===== src/hdl/dcc_pkg.sv =====
// ----------------------------------------------------------------------------
// dcc_pkg
// Shared widths, register indexes and reset values of the click classifier.
// ----------------------------------------------------------------------------
package dcc_pkg;

	localparam int COUNT_WIDTH = 16;
	localparam int CFG_WIDTH   = 16;
	localparam int IDX_WIDTH   = 8;
	localparam int CMP_WIDTH   = (COUNT_WIDTH > CFG_WIDTH) ? COUNT_WIDTH : CFG_WIDTH;

	typedef logic [COUNT_WIDTH-1:0] count_t;
	typedef logic [CFG_WIDTH-1:0]   cfg_t;
	typedef logic [IDX_WIDTH-1:0]   idx_t;
	typedef logic [CMP_WIDTH-1:0]   cmp_t;

	localparam idx_t REG_DEBOUNCE_TICKS     = idx_t'(0);
	localparam idx_t REG_DOUBLE_CLICK_TICKS = idx_t'(1);

	localparam cfg_t DEBOUNCE_TICKS_RST     = cfg_t'(35);
	localparam cfg_t DOUBLE_CLICK_TICKS_RST = cfg_t'(320);

	localparam count_t COUNT_MAX = '1;

	function automatic count_t sat_inc(input count_t v);
		return (v == COUNT_MAX) ? COUNT_MAX : v + count_t'(1);
	endfunction

endpackage


===== src/hdl/dcc_if.sv =====
// ----------------------------------------------------------------------------
// dcc_if
// Valid/ready channels for button samples and click results.
// ----------------------------------------------------------------------------
interface dcc_sample_if;
	logic valid;
	logic ready;
	logic raw_level;

	modport source (output valid, output raw_level, input ready);
	modport sink (input valid, input raw_level, output ready);
endinterface

interface dcc_result_if;
	logic valid;
	logic ready;
	logic single_click;
	logic double_click;
	logic stable_pressed;

	modport source (output valid, output single_click, output double_click,
		output stable_pressed, input ready);
	modport sink (input valid, input single_click, input double_click,
		input stable_pressed, output ready);
endinterface


===== src/hdl/debounced_click_classifier.sv =====
// ----------------------------------------------------------------------------
// debounced_click_classifier
// Debounces an active-low button and classifies releases as single or
// double clicks, one sample per tick.
// ----------------------------------------------------------------------------
// One result comes back for every sample: the sample is registered, then
// the debounce, counter and click logic runs in a single pass into the
// result register. With the result side ready the block sustains one sample
// per cycle; a stalled result register holds the sample register, which
// then holds off the sample side. Write configuration only while no sample
// is in flight; index 0 sets the debounce time, index 1 the double-click
// window.
module debounced_click_classifier
	import dcc_pkg::*;
(
	input  logic             clk,
	input  logic             arst_n,
	input  logic             cfg_we,
	input  idx_t             cfg_index,
	input  cfg_t             cfg_data,
	dcc_sample_if.sink       sample,
	dcc_result_if.source     result
);

	// configuration
	cfg_t debounce_ticks_q;
	cfg_t double_click_ticks_q;

	// click state
	logic   previous_sample_q;
	logic   debounced_level_q;
	count_t ticks_since_change_q;
	logic   click_waiting_q;
	count_t ticks_since_release_q;

	// sample register
	logic valid_s1;
	logic raw_s1;

	// result register
	logic valid_s2;
	logic single_s2;
	logic double_s2;
	logic pressed_s2;

	logic advance;

	// next-state logic
	logic   change;
	count_t tsc_n;
	count_t tsr_inc;
	logic   take_level;
	logic   debounced_n;
	logic   released;
	logic   dbl_c;
	logic   waiting_a;
	count_t tsr_n;
	logic   single_c;
	logic   waiting_n;

	assign advance      = valid_s1 && (!valid_s2 || result.ready);
	assign sample.ready = !valid_s1 || advance;

	assign result.valid          = valid_s2;
	assign result.single_click   = single_s2;
	assign result.double_click   = double_s2;
	assign result.stable_pressed = pressed_s2;

	always_comb begin
		change      = raw_s1 != previous_sample_q;
		tsc_n       = change ? '0 : sat_inc(ticks_since_change_q);
		tsr_inc     = sat_inc(ticks_since_release_q);
		take_level  = (cmp_t'(tsc_n) >= cmp_t'(debounce_ticks_q))
			&& (raw_s1 != debounced_level_q);
		debounced_n = take_level ? raw_s1 : debounced_level_q;
		released    = take_level && raw_s1;
		dbl_c       = released && click_waiting_q
			&& (cmp_t'(tsr_inc) <= cmp_t'(double_click_ticks_q));
		waiting_a   = released ? !dbl_c : click_waiting_q;
		tsr_n       = released ? '0 : tsr_inc;
		single_c    = waiting_a && debounced_n
			&& (cmp_t'(tsr_n) > cmp_t'(double_click_ticks_q));
		waiting_n   = waiting_a && !single_c;
	end

	always_ff @(posedge clk or negedge arst_n) begin
		if (!arst_n) begin
			debounce_ticks_q     <= DEBOUNCE_TICKS_RST;
			double_click_ticks_q <= DOUBLE_CLICK_TICKS_RST;
		end else if (cfg_we) begin
			if (cfg_index == REG_DEBOUNCE_TICKS) begin
				debounce_ticks_q <= cfg_data;
			end
			if (cfg_index == REG_DOUBLE_CLICK_TICKS) begin
				double_click_ticks_q <= cfg_data;
			end
		end
	end

	always_ff @(posedge clk or negedge arst_n) begin
		if (!arst_n) begin
			previous_sample_q     <= 1'b1;
			debounced_level_q     <= 1'b1;
			ticks_since_change_q  <= '0;
			click_waiting_q       <= 1'b0;
			ticks_since_release_q <= '0;
		end else if (advance) begin
			previous_sample_q     <= raw_s1;
			debounced_level_q     <= debounced_n;
			ticks_since_change_q  <= tsc_n;
			click_waiting_q       <= waiting_n;
			ticks_since_release_q <= tsr_n;
		end
	end

	// pipeline control
	always_ff @(posedge clk or negedge arst_n) begin
		if (!arst_n) begin
			valid_s1 <= 1'b0;
			valid_s2 <= 1'b0;
		end else begin
			if (sample.ready) begin
				valid_s1 <= sample.valid;
			end
			if (advance) begin
				valid_s2 <= 1'b1;
			end else if (result.ready) begin
				valid_s2 <= 1'b0;
			end
		end
	end

	// payload
	always_ff @(posedge clk) begin
		if (sample.valid && sample.ready) begin
			raw_s1 <= sample.raw_level;
		end
		if (advance) begin
			single_s2  <= single_c;
			double_s2  <= dbl_c;
			pressed_s2 <= !debounced_n;
		end
	end

	a_single_excl_double: assert property (@(posedge clk) disable iff (!arst_n)
		valid_s2 |-> !(single_s2 && double_s2))
		else $error("single and double click reported together");

	a_click_while_released: assert property (@(posedge clk) disable iff (!arst_n)
		valid_s2 && (single_s2 || double_s2) |-> !pressed_s2)
		else $error("click reported while button held");

	a_double_clears_wait: assert property (@(posedge clk) disable iff (!arst_n)
		advance && dbl_c |=> !click_waiting_q && ticks_since_release_q == '0)
		else $error("double click left a click waiting");

	a_stall_holds_result: assert property (@(posedge clk) disable iff (!arst_n)
		valid_s2 && !result.ready |=> valid_s2 && $stable(single_s2)
			&& $stable(double_s2) && $stable(pressed_s2))
		else $error("stalled result changed");

endmodule


===== src/flat_wrapper.sv =====
// flat-port wrapper written by rule: the top's interface ports become plain ports
module debounced_click_classifier_flat import dcc_pkg::*;
  (clk, arst_n, cfg_we, cfg_index, cfg_data, sample_valid, sample_raw_level, sample_ready, result_valid, result_single_click, result_double_click, result_stable_pressed, result_ready);
  dcc_sample_if sample_i ();
  dcc_result_if result_i ();
  input  logic clk;
  input  logic arst_n;
  input  logic cfg_we;
  input  idx_t cfg_index;
  input  cfg_t cfg_data;
  input wire logic [$bits(sample_i.valid)-1:0] sample_valid;
  input wire logic [$bits(sample_i.raw_level)-1:0] sample_raw_level;
  output wire logic [$bits(sample_i.ready)-1:0] sample_ready;
  output wire logic [$bits(result_i.valid)-1:0] result_valid;
  output wire logic [$bits(result_i.single_click)-1:0] result_single_click;
  output wire logic [$bits(result_i.double_click)-1:0] result_double_click;
  output wire logic [$bits(result_i.stable_pressed)-1:0] result_stable_pressed;
  input wire logic [$bits(result_i.ready)-1:0] result_ready;
  assign sample_i.valid = sample_valid;
  assign sample_i.raw_level = sample_raw_level;
  assign sample_ready = sample_i.ready;
  assign result_valid = result_i.valid;
  assign result_single_click = result_i.single_click;
  assign result_double_click = result_i.double_click;
  assign result_stable_pressed = result_i.stable_pressed;
  assign result_i.ready = result_ready;
  debounced_click_classifier u_core (.clk(clk), .arst_n(arst_n), .cfg_we(cfg_we), .cfg_index(cfg_index), .cfg_data(cfg_data), .sample(sample_i), .result(result_i));
endmodule

===== config.mk =====
export PLATFORM = sky130hd
export DESIGN_NAME = debounced_click_classifier_flat
export DESIGN_NICKNAME = d
export VERILOG_FILES = /design/src/hdl/dcc_pkg.sv /design/src/hdl/dcc_if.sv /design/src/hdl/debounced_click_classifier.sv /design/src/flat_wrapper.sv
export SDC_FILE = /design/constraint.sdc
export NUM_CORES = 1
export LEC_CHECK = 0
export BUFFER_PORTS_ARGS = -buffer_cell sky130_fd_sc_hd__clkbuf_2
export CORE_ASPECT_RATIO = 1.1
export CORE_MARGIN = 4
export CORE_UTILIZATION = 45
export CTS_CLUSTER_SIZE = 25
export DETAILED_ROUTE_END_ITERATION = 6
export SETUP_SLACK_MARGIN = 0.05
export SLEW_MARGIN = 20
export SYNTH_ARGS = -nofsm -noshare
export SYNTH_HDL_FRONTEND = slang
export SYNTH_SLANG_ARGS = --single-unit
export TNS_END_PERCENT = 100

===== constraint.sdc =====
create_clock -name clk -period 6.6 [get_ports clk]
set_input_delay 1.32 -clock clk [delete_from_list [all_inputs] [get_ports clk]]
set_output_delay 1.32 -clock clk [all_outputs]
set_load 0.03 [all_outputs]

==> flow_summary.yaml <==
run_status:
  status: "finished clean"
timing:
  fmax_mhz: 181
  worst_slew_pin_slew_ns: 0.894
  slew_headroom_pct: 40.4
  setup_viol: 0
  maxSlewViolCount: 0
  fin_tns_setup_ns: 0
  finalCriticalPeriod_ns: 5.51
  finalHoldViolCount: 0
  period_share_pct: 83.5
  rsz0062_at_grt: "false"
  whs_ns: 0.481
  finClkSkew_ns: 0.00772
power_and_ir_drop:
  cell_internal_pwr_mw: 1.01
  power_mw: 1.45
  power_density_nw_per_um2: 261
  swShare_pct: 30.6
  combPwrFrac_pct: 27.0
  p_sw_mw: 0.444
  vdd_drop_max_v: 0.000119
  p_seq_share_pct: 36.8
  leakage_nw: 2.65
  clockPowerShare_pct: 36.2
cts:
  cts_num_sinks: 73
  cts_hold_buf: 0
  cts_setup_buffers: 0
  cts.repair.resized: 0
  clkSlewWorstSetupHoldPaths_ns: 0.06
  cts_inserted_buffers: 9
  cts_tree: "done"
  cts.path.max_buffers: 2
  clockRootBuffer: "clkbuf_16"
  htreeDepth: 3
  clock_latency_ns: 0.34
placed_design:
  io_buffers: 34
  hpwl_um: 8350
  place_congestion: 0.859
synth:
  synth_top_family_by_area: "simple AND/OR/NAND/NOR gates"
  ys_seq_area_share_pct: 37.7
  yosys.area_share.xor_xnor_pct: 3.92
  yosys.area_share.simple_pct: 17.5
  synth.most_common_cell: "dfrtp_1"
  yosysTopAreaCell: "dfrtp_1"
  synth_fa_ha_area_share_pct: 12.7
  synth_top_area_share_pct: 31.5
  synth_edf_count: 4
  syn_nets: 596
  syn_avg_cell_area_um2: 9.54
  synth_cells: 516
  synth_compound_area_share_pct: 15.1
  ys_types: 60
  synth_area_um2: 4920
  ys_top_cells_by_area: "dfrtp_1 32%, ha_1 13%, mux2_2 7.3%"
  yosys_warnings: 0
  yosys_register_bits: 73
  synth_mux_area_share_pct: 8.54
  synth_common_cells: "62 x dfrtp_1, 58 x nand2_1, 50 x ha_1"
  async_flop_share_pct: 94.5
  synth_ff_type: "dfrtp_1"
routing:
  wire_per_inst_um: 16.0
  drtPass1Iterations: 4
  vias_per_cell: 5.42
  drtIter0Drc: 143
  routed_wl_um: 11100
  vias: 3761
  ant_nets: 0
  drc_errors: 0
floorplanning:
  fp.dieArea_um2: 12700
  die-width_um: 108
  rows: 39
  die_y_um: 118
  io_pins: 35
  coreArea_um2: 10500
  initial_core_util_pct: 46.7
critical_path:
  slowest_stage: "and3b_1"
  crit_cells: 19
  rr_worst_depth: 19
  cp-endpoint: "u_core.result.single_click"
  crit_top_cell: "ha_1"
  end_kind: "flip-flop"
  cp-start-kind: "flip-flop"
  max_stage_delay_ns: 0.67
  path_buf_inv: 0
  crit_arrival_ns: 5.69
  r2r_end: "u_core.result.single_click"
  worstPathMaxFanout: 23
  cp_top_family: "simple AND/OR/NAND/NOR gates"
  r2r_slack_ns: 1.09
  worstSetupPathType: "flip-flop to flip-flop"
  setup.worst_path.start: "u_core.ticks_since_change_q[0]"
  rr_startpoint: "u_core.ticks_since_change_q[0]"
  critPathRequiredTime_ns: 6.77
  cp_cell_sequence: "ha_1 -> nand3_1 -> nor4_2 -> nand3_2 -> a21oi_1 -> ha_1 -> nand4_1 -> o22ai_1 -> a211oi_1 -> o211ai_2 -> and3b_1 -> a21oi_1 -> ha_1 -> nand4_1 -> nor4_1 -> o2bb2ai_1 -> a2bb2o_1 -> nor2_1 -> a21boi_0"
final_layout:
  drive_gt1_share_pct: 22.3
  num_antenna_cells: 0
  nets: 626
  fill_cells: 1011
  syn_to_final_growth_pct: 12.7
global_routing:
  grt_overflow: 0
  grt_first_pass_wirelength_um: 18400
  grt_pass1_vias: 3774
  grt_use_total_pct: 18.2
  grt_max_degree: 70
  antenna_found_initial: 0
min_path:
  hold_path_startpoint: "u_core.previous_sample_q"
  hold_class: "flip-flop to flip-flop"
run:
  drv_cap: 0
worst min path at each step:
stage / cells past startpoint / slack (ns) / end
2_1_floorplan: 2 / 0.45 / u_core.previous_sample_q
3_3_place_gp: 2 / 0.47 / u_core.previous_sample_q
3_5_place_dp: 2 / 0.48 / u_core.previous_sample_q
4_1_cts: 2 / 0.48 / u_core.previous_sample_q
5_1_grt: 2 / 0.50 / u_core.previous_sample_q
6_report: 2 / 0.48 / u_core.previous_sample_q
worst min-delay path: cells and delay by family, from the launching register on:
kind | cells | cell delay [ns]
flops | 1 | 0.38
simple gates | 2 | 0.10
state kept, by name, summed over array words and instances, names as in the netlist:
name	flops
u_core.debounce_ticks_q	16
u_core.double_click_ticks_q	16
u_core.ticks_since_change_q	16
u_core.ticks_since_release_q	16
u_core.click_waiting_q	1
u_core.debounced_level_q	1
u_core.previous_sample_q	1
u_core.raw_s1	1
u_core.result.double_click	1
u_core.result.single_click	1
u_core.result.stable_pressed	1
u_core.result.valid	1
u_core.valid_s1	1
power by group through the flow:
stage / sequential, mW / clock [mW] / combinational [mW]
floorplan: 0.531 / 0 / 0.292
global placement: 0.537 / 0 / 0.387
detailed placement: 0.540 / 0 / 0.392
CTS: 0.533 / 0.540 / 0.395
global route: 0.538 / 0.556 / 0.448
finish: 0.533 / 0.524 / 0.392
metrics by stage:
| stage | worst slack (ns) | instances | util, % | cell area [um2] |
|---|---|---|---|---|
| 3_3_place_gp | 1.35 | 678 | 49.5 | 5220 |
| 5_1_grt | 0.555 | 694 | 52.6 | 5550 |
| 4_1_cts | 1.10 | 694 | 52.6 | 5550 |
| 6_report | 1.09 | 694 | 52.6 | 5550 |
| 3_5_place_dp | 1.12 | 678 | 49.5 | 5220 |
| 2_1_floorplan | 2.02 | 516 | - | 4920 |
metal layers:
metal | wire (um) | track usage (%) | up-vias
li1 | - | - | 1913
met3 | 158 | 2.85 | 19
met5 | 0 | 0 | -
met1 | 4940 | 22.2 | 1795
met2 | 5780 | 32.0 | 34
met4 | 201 | 6.87 | 0
layout by cell type, fill, tap and decap left out, types with 3 or more instances in the layout:
master / instances
o21a_1: 5
ha_1: 50
and3_4: 3
nor2_1: 23
a21oi_1: 41
clkbuf_2: 33
nand2b_1: 6
o21ai_0: 27
edfxtp_1: 4
dfstp_2: 7
xor2_1: 9
nand3_1: 16
o211ai_1: 3
nand3_2: 4
nor3_1: 3
inv_1: 36
clkbuf_16: 10
xnor2_1: 12
nand2_1: 58
and2_1: 5
and3_1: 8
mux2_2: 32
dfrtp_1: 62
mux2i_1: 3
a21o_1: 5
a21oi_2: 9
a31oi_1: 7
o22a_1: 5
nor2b_1: 5
a211oi_1: 3
nand4_1: 11
buf_4: 4
nor4_1: 3
kinds of logic (layout without fill, tap and decap cells):
group	Yosys count	after routing
AO/OA/AOI/OAI	118	118
buffers and inverters	56	91
AND/OR/NAND/NOR	160	160
multiplexers	37	37
adder cells (fa/ha/maj)	50	50
flip-flops	73	73
XOR/XNOR	22	22
area by class of cell:
type / instances / area, um2 / share of cell area, %
multi-input combinational: 387 / 2850 / 51.4
sequential: 73 / 1860 / 33.4
clock buffer: 12 / 278 / 5.01
timing repair buffer: 38 / 200 / 3.61
tap: 143 / 179 / 3.23
inverter: 37 / 139 / 2.50
clock inverter: 4 / 47.5 / 0.857
(Power assumes the default switching activity.)
